<file path="src/hdl/isfc_pkg.sv">
// shared types, constants and crc helper for the imu spi frame codec
package isfc_pkg;

	localparam int NUM_DEVICES = 2;

	localparam logic [7:0] CRC_POLY   = 8'h1D;
	localparam logic [7:0] CRC_INIT   = 8'hFF;
	localparam logic [7:0] CRC_XOROUT = 8'hFF;

	typedef enum logic [1:0] {
		MODE_READ  = 2'd0,
		MODE_WRITE = 2'd1,
		MODE_CHECK = 2'd2
	} mode_t;

	typedef enum logic [1:0] {
		STATUS_OK            = 2'd0,
		STATUS_CRC_ERR       = 2'd1,
		STATUS_ADDR_MISMATCH = 2'd2,
		STATUS_NO_CMD        = 2'd3
	} status_t;

	typedef struct packed {
		logic [1:0]  mode;
		logic        device;
		logic [4:0]  reg_address;
		logic [15:0] write_data;
		logic [31:0] rx_frame;
	} req_t;

	typedef struct packed {
		logic [31:0]        tx_frame;
		status_t            resp_status;
		logic [4:0]         resp_address;
		logic signed [15:0] resp_data;
		logic signed [15:0] resp_data_negated;
	} rsp_t;

	// one byte through the crc register, msb first
	function automatic logic [7:0] crc8_byte(input logic [7:0] crc_in, input logic [7:0] data);
		logic [7:0] c;
		c = crc_in ^ data;
		for (int k = 0; k < 8; k++) begin
			if (c[7]) begin
				c = {c[6:0], 1'b0} ^ CRC_POLY;
			end else begin
				c = {c[6:0], 1'b0};
			end
		end
		return c;
	endfunction

endpackage

</file>
<file path="src/hdl/imu_spi_frame_codec.sv">
// top level of the imu spi frame codec: command frame builder and response checker
//
// One request channel (req, req_valid, req_stall) and one result channel
// (rsp, rsp_valid, rsp_stall). Every request beat gives exactly one result beat.
// A read or write request returns the 32-bit command frame with its crc and
// records the register address for that device. A check request verifies a
// received frame: crc first, then the address against the last command to
// that device, then that the device was ever commanded; it returns the
// signed data and its saturating negation.
// A beat is registered on input, processed by combinational logic (the crc
// over three bytes sets the path) and registered on output; while rsp_stall
// is low, the pipeline sustains one beat per cycle from request to result.
// When the receiver stalls, the result stays held and the input register
// still takes one more beat; req_stall rises only with both registers full.
// Reset clears both pipeline valids, the recorded addresses and the
// per-device command-seen flags.
module imu_spi_frame_codec (
	input  logic          clk,
	input  logic          arst_n,
	input  logic          req_valid,
	output logic          req_stall,
	input  isfc_pkg::req_t req,
	output logic          rsp_valid,
	input  logic          rsp_stall,
	output isfc_pkg::rsp_t rsp
);
	import isfc_pkg::*;

	logic       valid_s1;
	req_t       req_s1;
	logic       valid_s2;
	rsp_t       rsp_s2;
	rsp_t       rsp_next;
	logic       adv;

	logic [4:0]             last_addr_q [NUM_DEVICES];
	logic [NUM_DEVICES-1:0] seen_q;

	logic        is_cmd;
	logic        is_check;
	logic        dev_ok;
	logic [4:0]  stored_addr;
	logic        stored_seen;
	logic [7:0]  b0;
	logic [7:0]  b1;
	logic [7:0]  b2;
	logic [23:0] crc_data;
	logic [7:0]  crc;
	logic [4:0]  raddr;
	logic [15:0] rdata;

	assign adv       = !valid_s2 || !rsp_stall;
	assign req_stall = valid_s1 && !adv;
	assign rsp_valid = valid_s2;
	assign rsp       = rsp_s2;

	assign is_cmd   = (req_s1.mode == MODE_READ) || (req_s1.mode == MODE_WRITE);
	assign is_check = (req_s1.mode == MODE_CHECK);
	assign dev_ok   = int'(req_s1.device) < NUM_DEVICES;

	always_comb begin
		stored_addr = '0;
		stored_seen = 1'b0;
		for (int i = 0; i < NUM_DEVICES; i++) begin
			if (dev_ok && int'(req_s1.device) == i) begin
				stored_addr = last_addr_q[i];
				stored_seen = seen_q[i];
			end
		end
	end

	always_comb begin
		b0 = {req_s1.mode == MODE_WRITE, req_s1.reg_address, 2'b00};
		if (req_s1.mode == MODE_WRITE) begin
			b1 = req_s1.write_data[15:8];
			b2 = req_s1.write_data[7:0];
		end else begin
			b1 = '0;
			b2 = '0;
		end
		crc_data = is_check ? req_s1.rx_frame[31:8] : {b0, b1, b2};
	end

	isfc_crc8 u_crc (
		.data (crc_data),
		.crc  (crc)
	);

	assign raddr = req_s1.rx_frame[30:26];
	assign rdata = req_s1.rx_frame[23:8];

	always_comb begin
		rsp_next = '0;
		if (is_cmd) begin
			rsp_next.tx_frame = {b0, b1, b2, crc};
		end else if (is_check) begin
			rsp_next.resp_address = raddr;
			rsp_next.resp_data    = rdata;
			if (rdata == 16'h8000) begin
				rsp_next.resp_data_negated = 16'sh7FFF;
			end else begin
				rsp_next.resp_data_negated = -$signed(rdata);
			end
			if (crc != req_s1.rx_frame[7:0]) begin
				rsp_next.resp_status = STATUS_CRC_ERR;
			end else if (raddr != stored_addr) begin
				rsp_next.resp_status = STATUS_ADDR_MISMATCH;
			end else if (!stored_seen) begin
				rsp_next.resp_status = STATUS_NO_CMD;
			end else begin
				rsp_next.resp_status = STATUS_OK;
			end
		end
	end

	// input register
	always_ff @(posedge clk or negedge arst_n) begin
		if (!arst_n) begin
			valid_s1 <= 1'b0;
		end else if (!req_stall) begin
			valid_s1 <= req_valid;
		end
	end

	always_ff @(posedge clk) begin
		if (!req_stall && req_valid) begin
			req_s1 <= req;
		end
	end

	// result register
	always_ff @(posedge clk or negedge arst_n) begin
		if (!arst_n) begin
			valid_s2 <= 1'b0;
		end else if (adv) begin
			valid_s2 <= valid_s1;
		end
	end

	always_ff @(posedge clk) begin
		if (adv && valid_s1) begin
			rsp_s2 <= rsp_next;
		end
	end

	// per-device command memory
	always_ff @(posedge clk or negedge arst_n) begin
		if (!arst_n) begin
			for (int i = 0; i < NUM_DEVICES; i++) begin
				last_addr_q[i] <= '0;
			end
			seen_q <= '0;
		end else if (valid_s1 && adv && is_cmd) begin
			for (int i = 0; i < NUM_DEVICES; i++) begin
				if (dev_ok && int'(req_s1.device) == i) begin
					last_addr_q[i] <= req_s1.reg_address;
					seen_q[i]      <= 1'b1;
				end
			end
		end
	end

	assert property (@(posedge clk) disable iff (!arst_n)
		req_stall |-> (valid_s1 && valid_s2 && rsp_stall))
		else $error("input stalled with room in the pipeline");

	assert property (@(posedge clk) disable iff (!arst_n)
		(seen_q & ~$past(seen_q)) == '0 || (valid_s1 && is_cmd) || $past(valid_s1))
		else $error("command-seen flag set without a command");

	assert property (@(posedge clk) disable iff (!arst_n)
		(~seen_q & $past(seen_q)) == '0)
		else $error("command-seen flag cleared outside reset");

	assert property (@(posedge clk) disable iff (!arst_n)
		(valid_s2 && rsp_s2.tx_frame != '0) |->
		(rsp_s2.resp_status == STATUS_OK && rsp_s2.resp_data == '0 &&
		 rsp_s2.resp_address == '0))
		else $error("command beat carries response fields");

	assert property (@(posedge clk) disable iff (!arst_n)
		(valid_s1 && adv) |=> valid_s2)
		else $error("beat lost between input and result registers");

endmodule

</file>
<file path="src/hdl/isfc_crc8.sv">
// crc-8 sae j1850 over the first three bytes of a frame
module isfc_crc8 (
	input  logic [23:0] data,
	output logic [7:0]  crc
);
	import isfc_pkg::*;

	logic [7:0] c0;
	logic [7:0] c1;
	logic [7:0] c2;

	always_comb begin
		c0  = crc8_byte(CRC_INIT, data[23:16]);
		c1  = crc8_byte(c0, data[15:8]);
		c2  = crc8_byte(c1, data[7:0]);
		crc = c2 ^ CRC_XOROUT;
	end

endmodule
</file>
<file path="config.mk">
export PLATFORM = sky130hd
export DESIGN_NAME = imu_spi_frame_codec
export DESIGN_NICKNAME = d
export VERILOG_FILES = /design/src/hdl/isfc_pkg.sv /design/src/hdl/imu_spi_frame_codec.sv /design/src/hdl/isfc_crc8.sv
export SDC_FILE = /design/constraint.sdc
export NUM_CORES = 1
export LEC_CHECK = 0
export BUFFER_PORTS_ARGS = -buffer_cell sky130_fd_sc_hd__buf_2
export CAP_MARGIN = 20
export CORE_AREA = 2 2 111 113
export DETAILED_ROUTE_END_ITERATION = 10
export DIE_AREA = 0 0 113 115
export GPL_TIMING_DRIVEN = 0
export PLACE_DENSITY = 0.83
export SETUP_SLACK_MARGIN = 0.4
export SLEW_MARGIN = 25
export SYNTH_ARGS = -nofsm -noshare
export SYNTH_HDL_FRONTEND = slang
export SYNTH_HIERARCHICAL = 1
export SYNTH_SLANG_ARGS = --single-unit
</file>
<file path="constraint.sdc">
create_clock -name clk -period 11.3 [get_ports clk]
set_input_delay 0.565 -clock clk [delete_from_list [all_inputs] [get_ports clk]]
set_output_delay 0.565 -clock clk [all_outputs]
set_load 0.005 [all_outputs]
</file>
### Word-level counts from Yosys, hierarchy flattened

Index checks and enable logic that the tools add are counted.

| storage, ports and cells | value |
|---|---|
| logic and storage cells | 104 |
| register bits | 141 |
| input bits | 60 |

| operators by class | value |
|---|---|
| eq/ne operators | 5 |
| muxes and demuxes | 33 |
| bitwise operators | 30 |
| reductions and logical operators | 16 |
| add/subtract/negate cells | 1 |

Operators by type and width:

| operator | count |
|---|---|
| two-way mux 5 bit | 25 |
| NOT 4 bit | 24 |
| two-way mux 24 bit | 1 |
| == test 16 bit (second input constant) | 1 |
| two-way mux 8 bit | 2 |
| negator 16 bit | 1 |
| NOT 8 bit | 2 |
| XOR 8 bit | 2 |
| two-way mux 15 bit | 1 |
| inequality test 8 bit | 1 |
| OR reduction 3 bit | 2 |
| inequality test 5 bit | 1 |
| logical AND 1 bit | 4 |
| logical NOT 1 bit | 4 |
| two-way mux 2 bit | 2 |
| AND reduction 2 bit | 2 |
| == test 2 x 1 -> 1 bit (second input constant) | 1 |
| == test 2 bit (second input constant) | 1 |
| logical NOT 2 bit | 1 |
| logical OR 1 bit | 2 |
| two-way mux 1 bit | 2 |
| NOT 1 bit | 2 |
| OR reduction 2 bit | 1 |

### Logic depth before layout (Yosys ltp)

| logic depth | value |
|---|---|
| depth after elaboration | 57 |
| gate-level depth with buffers | 14 |

### Modules after synthesis

The synthesis kept the hierarchy.

Modules (own cells, without submodules):

| module | instances | area an instance (µm²) | cells an instance |
|---|---|---|---|
| imu_spi_frame_codec | 1 | 5,506.5 | 336 |
| isfc_crc8 | 1 | 795.8 | 56 |

### Worst setup path after synthesis

Ideal clock, no wire load.

| timing path | value |
|---|---|
| kind | reg-to-reg |
| start point | register req_s1[55] (netlist name) |
| end point | register rsp_s2, in the netlist rsp[37], data pin |
| buffers on the path | 2 |
| library setup time | 0.257 ns |
| arrival time | 3.477 ns |
| path slack | 7.566 ns |
| stages on the path, launching flop included | 15 |
| data required time | 11.043 ns |
| cells stage by stage | edfxtp_1 > buf_2 > and2b_1 > clkbuf_1 > and2_1 > a21o_1 > xor3_1 > xnor3_2 > xor2_2 > xnor3_2 > xnor3_1 > xor2_1 > nor4_1 > nand2_1 > o2bb2ai_1 |

| between the ends | value |
|---|---|
| elaborated cells between the ends (all ways) | 63 |

RTL lines:

| what | RTL line | text |
|---|---|---|
| start, declared | imu_spi_frame_codec.sv:30 | `req_t req_s1;` |
| start signal, assigned | imu_spi_frame_codec.sv:127 | `req_s1 <= req;` |
| == test 2 bit (*) | imu_spi_frame_codec.sv:58 | `assign is_check = (req_s1.mode == MODE_CHECK);` |
| two-way mux 24 bit (*) | imu_spi_frame_codec.sv:81 | `crc_data = is_check ? req_s1.rx_frame[31:8] : {b0, b1, b2};` |
| net crc_data[18] | imu_spi_frame_codec.sv:47 | `logic [23:0] crc_data;` |
| NOT 8 bit (no source line) (*) | -- |  |
| NOT 4 bit (no source line) | -- |  |
| two-way mux 5 bit (*) | isfc_pkg.sv:44 | `if (c[7]) begin` |
| NOT 4 bit (no source line) | -- |  |
| two-way mux 5 bit (*) (2 in series) | isfc_pkg.sv:44 |  |
| (+15 left out) | -- |  |
| NOT 4 bit (no source line) | -- |  |
| two-way mux 5 bit | isfc_pkg.sv:44 |  |
| NOT 4 bit (no source line) | -- |  |
| two-way mux 5 bit (*) | isfc_pkg.sv:44 |  |
| NOT 8 bit (no source line) (*) | -- |  |
| net crc[6] | imu_spi_frame_codec.sv:48 | `logic [7:0] crc;` |
| inequality test 8 bit (*) | imu_spi_frame_codec.sv:104 | `if (crc != req_s1.rx_frame[7:0]) begin` |
| two-way mux 1 bit (*) | imu_spi_frame_codec.sv:104 |  |
| end signal, assigned | imu_spi_frame_codec.sv:142 | `rsp_s2 <= rsp_next;` |
| end, declared | imu_spi_frame_codec.sv:32 | `rsp_t rsp_s2;` |

Mark *: on every way through the listed nets, which the timed path passes. The rest lies on a longest branch.
A chain may end at the register's enable or synchronous reset.

### Worst setup path in the final report

| timing path | value |
|---|---|
| start point | register req_s1[55] (netlist name) |
| end point | register rsp_s2, in the netlist rsp[37], data pin |

| between the ends | value |
|---|---|
| elaborated cells between the ends (all ways) | 63 |

RTL lines:

| what | RTL line |
|---|---|
| == test 2 bit (*) | imu_spi_frame_codec.sv:58 |
| two-way mux 24 bit (*) | imu_spi_frame_codec.sv:81 |
| net crc_data[19] | imu_spi_frame_codec.sv:47 |
| NOT 8 bit (no source line) (*) | -- |
| NOT 4 bit (no source line) | -- |
| two-way mux 5 bit (*) (2 in series) | isfc_pkg.sv:44 |
| NOT 4 bit (no source line) or two-way mux 5 bit (tied branches) | -- |
| two-way mux 5 bit or NOT 4 bit (tied branches) | -- |
| (+12 left out) | -- |
| two-way mux 5 bit | isfc_pkg.sv:44 |
| two-way mux 5 bit or NOT 4 bit (tied branches) | -- |
| NOT 4 bit (no source line) or two-way mux 5 bit (tied branches) | -- |
| two-way mux 5 bit (*) | isfc_pkg.sv:44 |
| NOT 8 bit (no source line) (*) | -- |
| net crc[2] | imu_spi_frame_codec.sv:48 |
| inequality test 8 bit (*) | imu_spi_frame_codec.sv:104 |
| two-way mux 1 bit (*) | imu_spi_frame_codec.sv:104 |

Marks and branches as above.

==> reports/results.tsv <==
stage	metric	value	unit
worst_setup_path	critical-path-top-cell-by-count	sky130_fd_sc_hd__xor2_1	
placed_design	preCtsSetupSlack	6640	ps
detailed_routing	postRouteAntennaNets	0	
clock_network	tritoncts.num_buffers	17	
clock_network	post-cts-setup-buffer-count	0	
clock_network	cts.htree.levels	4	
sta	final.setup.worst_slack	6670	ps
sta	max_clock_freq	216	MHz
worst_setup_path	critPathArrivalTime	4790	ps
clock_network	cts_resized	0	
worst_setup_path	cell_at_the_slowest_stage_of_the_critical_path	sky130_fd_sc_hd__clkbuf_1	
worst_setup_path	rr_endpoint	rsp[37]$_SDFFCE_PP0N_	
detailed_routing	drt_drc_violations_left	7	
clock_network	clk_root_buffer_cell	sky130_fd_sc_hd__clkbuf_16	
detailed_routing	via_count	3689	
power_and_ir_drop	p_leak	0.00325	uW
outcome	status	finished with violations	
detailed_routing	vias_per_cell	5.24	
synthesis	netlist_instances	392	
sta	worstMarginPinSlew	853	ps
power_and_ir_drop	irDropWorstVdd	0.114	mV
worst_setup_path	worst_path_cell_trace	buf_2 > and2b_1 > clkbuf_1 > and2_1 > a21o_1 > xor2_1 > xnor3_1 > xnor2_1 > xor2_1 > xor3_1 > xor2_1 > nor4_1 > nand2_1 > o2bb2ai_1	
power_and_ir_drop	power-per-cell-area	222	mW/mm^2
clock_network	cts.sink_count	139	
sta	final-hold-violation-count	0	
detailed_routing	detail_route.wirelength.met1	5.11	mm
worst_setup_path	critPathMaxFanout	10	
layout	areaGrowthSynthToFinish	23.6	%
power_and_ir_drop	power.share.clock	32.3	%
power_and_ir_drop	seqPwrFrac	38.2	%
sta	worst_hold_slack	40.6	ps
detailed_routing	detailroute.wirelength.met3	785	um
power_and_ir_drop	power.internal	1240	uW
sta	setup-tns-final	0	ps
sta	setup_violations	0	
synthesis	syn_area	0.00630	mm^2
worst_setup_path	reg_to_reg_startpoint	req_s1[55]$_DFFE_PP_	
synthesis	synth_ff_type	sky130_fd_sc_hd__edfxtp_1	
worst_setup_path	critical_path.endpoint_type	flip-flop	
sta	finClkSkew	9.50	ps
sta	rsz0062_at_grt	false	
detailed_routing	detail_route.wl_per_cell	18.7	um
outcome	violations_in_the_final_reports	design-rule violations	
clock_network	cts.reportedPaths.clkPinSlew	60	ps
sta	timing.final.max_slew_violations	0	
placed_design	place.detailed.hpwl	9.37	mm
die	chipHeight	115	um
sta	finalCritPeriodShare	41.0	%
global_route	grt_pass1_wl	20.2	mm
worst_setup_path	critical_path.startpoint_type	flip-flop	
die	placementRows	40	
power_and_ir_drop	net_sw_share	28.0	%
sta	final.min_clock_period	4630	ps
worst_setup_path	cpPeakStageDelay	500	ps
layout	final_cell_mix	132 x sky130_fd_sc_hd__buf_2, 125 x sky130_fd_sc_hd__edfxtp_1, 36 x sky130_fd_sc_hd__and2_1	
worst_hold_path	holdCritPathClass	primary input to asynchronous set/reset pin	
layout	final_util	65.9	%
placed_design	place.gp.congestion	0.901	
die	fp.dieW	113	um
die	dieArea	0.0130	mm^2
global_route	grt_antenna_before_repair	0	
global_route	first_global_vias	3791	
clock_network	insertion_delay	420	ps
worst_setup_path	ff2ff_path_depth	14	
synthesis	synth_cell_type_count	53	
die	core-area	0.0118	mm^2
global_route	gr-usage-all-layers	21.1	%
layout	antenna_cells	0	
sta	slew_headroom	43.2	%
synthesis	post_synth_edffs	125	
worst_setup_path	setup.reg_to_reg.worst_slack	6670	ps
die	io-pin-count	133	
synthesis	number_of_synthesized_register_bits	139	
layout	layout.cells.most_common	sky130_fd_sc_hd__buf_2	
power_and_ir_drop	power_switching	484	uW
synthesis	synth-seq-area-share	65.1	%
detailed_routing	dr.max_layer_used	met4	
global_route	grt-ovfl-total	0	
power_and_ir_drop	comb_power_share	29.4	%
synthesis	syn_area_per_cell	16.1	um^2
detailed_routing	drt-initial-drc-count	217	
layout	nNetsFinal	605	
clock_network	tritoncts	built	
clock_network	cts-hold-fix-buffers	0	
worst_setup_path	critical_path_required	11460	ps
detailed_routing	drt-pass1-iter-count	8	
placed_design	place.port_buffers	130	
global_route	grt_max_degree	39	
run	maxCapViolCount	0	
worst_setup_path	setup.worst_path.class	flip-flop to flip-flop	
layout	share_of_cells_above_drive_strength_1	38.4	%
detailed_routing	drt-total-wl	13.2	mm
die	initial_core_utilization	53.4	%
clock_network	clock_path_buffers	2	
synthesis	async_reset_ff_share	10.1	%
synthesis	yosys_warnings	6	
detailed_routing	detailroute.wirelength.met2	6.88	mm
## cell type report
type | instances | area (um^2)
clock buffers | 20 | 467
flip-flops and latches | 139 | 4100
multi-input cells | 239 | 2130
inverters | 3 | 11.3
repair buffers | 132 | 691
clock inverters | 12 | 136
well taps | 147 | 184
fillers | 825 | 4020
plain buffers | 12 | 70.1
## worst max-delay path: cells and delay by family, from the launching register on
family	cells	cell delay (ps)
XOR/XNOR	6	1990
AND/OR/NAND/NOR	4	920
buffers and inverters	2	740
AO/OA/AOI/OAI	2	410
flip-flops	1	320
## synth_stat cells (2+ instances only)
library cell,n,area share (%)
sky130_fd_sc_hd__nand3_1,3,0.24
sky130_fd_sc_hd__and2_1,38,3.8
sky130_fd_sc_hd__mux2_2,11,2.0
sky130_fd_sc_hd__xnor2_1,30,4.2
sky130_fd_sc_hd__nand4_1,2,0.20
sky130_fd_sc_hd__buf_2,2,0.16
sky130_fd_sc_hd__mux2i_1,6,0.95
sky130_fd_sc_hd__xnor2_2,3,0.77
sky130_fd_sc_hd__nor3_1,4,0.32
sky130_fd_sc_hd__xnor3_4,3,1.3
sky130_fd_sc_hd__or2_1,12,1.2
sky130_fd_sc_hd__xnor3_2,2,0.75
sky130_fd_sc_hd__nand2_1,7,0.42
sky130_fd_sc_hd__o21ai_2,9,1.3
sky130_fd_sc_hd__a21o_1,6,0.71
sky130_fd_sc_hd__xor2_1,26,3.6
sky130_fd_sc_hd__xor3_1,3,1.1
sky130_fd_sc_hd__buf_1,2,0.12
sky130_fd_sc_hd__nor2b_1,15,1.5
sky130_fd_sc_hd__clkbuf_1,4,0.24
sky130_fd_sc_hd__buf_4,2,0.24
sky130_fd_sc_hd__xor2_2,2,0.52
sky130_fd_sc_hd__xnor3_1,10,3.6
sky130_fd_sc_hd__o21ai_1,3,0.24
sky130_fd_sc_hd__dfrtp_1,14,5.6
sky130_fd_sc_hd__nor4_1,3,0.30
sky130_fd_sc_hd__nor2_1,8,0.48
sky130_fd_sc_hd__nor3b_2,2,0.40
sky130_fd_sc_hd__nand3b_1,2,0.24
sky130_fd_sc_hd__inv_1,3,0.18
sky130_fd_sc_hd__edfxtp_1,125,60
sky130_fd_sc_hd__or2_2,5,0.50
sky130_fd_sc_hd__buf_6,2,0.36
sky130_fd_sc_hd__nand2b_1,4,0.40
## power by group through the flow
stage | clock (uW) | sequential, uW | combinational (uW)
2_1_floorplan | 0 | 670 | 379
3_3_place_gp | 0 | 670 | 484
3_5_place_dp | 0 | 670 | 501
4_1_cts | 564 | 660 | 510
5_1_grt | 587 | 665 | 548
6_report | 559 | 660 | 509
## how the worst max path moves through the flow
stage          cells after the start            startpoint  slack, ps               endpoint
6_report                          14  req_s1[55]$_DFFE_PP_       6670  rsp[37]$_SDFFCE_PP0N_
4_1_cts                           14  req_s1[55]$_DFFE_PP_       6670  rsp[37]$_SDFFCE_PP0N_
3_5_place_dp                      14  req_s1[55]$_DFFE_PP_       6640  rsp[37]$_SDFFCE_PP0N_
2_1_floorplan                     14  req_s1[55]$_DFFE_PP_       7570  rsp[37]$_SDFFCE_PP0N_
5_1_grt                           14  req_s1[55]$_DFFE_PP_       6330  rsp[38]$_SDFFCE_PP0N_
3_3_place_gp                      14  req_s1[55]$_DFFE_PP_       6750  rsp[37]$_SDFFCE_PP0N_
## per-layer routing
metal	vias to the layer above	GRT usage, %
met3	29	5.06
met1	1800	25.4
met2	147	36.2
li1	1713	-
met4	0	9.92
met5	-	0
## cells by family (layout without fill, tap and decap cells)
| logic type | after synthesis | in the layout | synth area share, % |
|---|---|---|---|
| flops | 139 | 139 | 65.1 |
| simple gates | 115 | 115 | 11.5 |
| xor+xnor | 79 | 79 | 15.8 |
| compound gates | 24 | 24 | 2.96 |
| mux | 18 | 18 | 3.10 |
| buf+inv | 15 | 179 | 1.29 |
| fa+ha+maj | 1 | 1 | 0.198 |
| other cells | 1 | 2 | 0.0595 |
## sequential cells by signal, summed over array words and instances, names as in the netlist
signal and cells:
last_addr_q 10, valid_s1 1, raddr 5, rsp_valid 1, req_s1 30, rsp 69
seen_q 2, b0 5, rdata 16
## metrics by stage
stage,power [uW],std cells,instance area [um^2]
final,1730,704,7790
after global routing,1800,704,7790
after CTS,1730,704,7790
after detailed placement,1170,672,7190
after global placement,1150,670,7140
after floorplan,1050,393,6310
No activity file was read; power rests on OpenSTA's default activity.
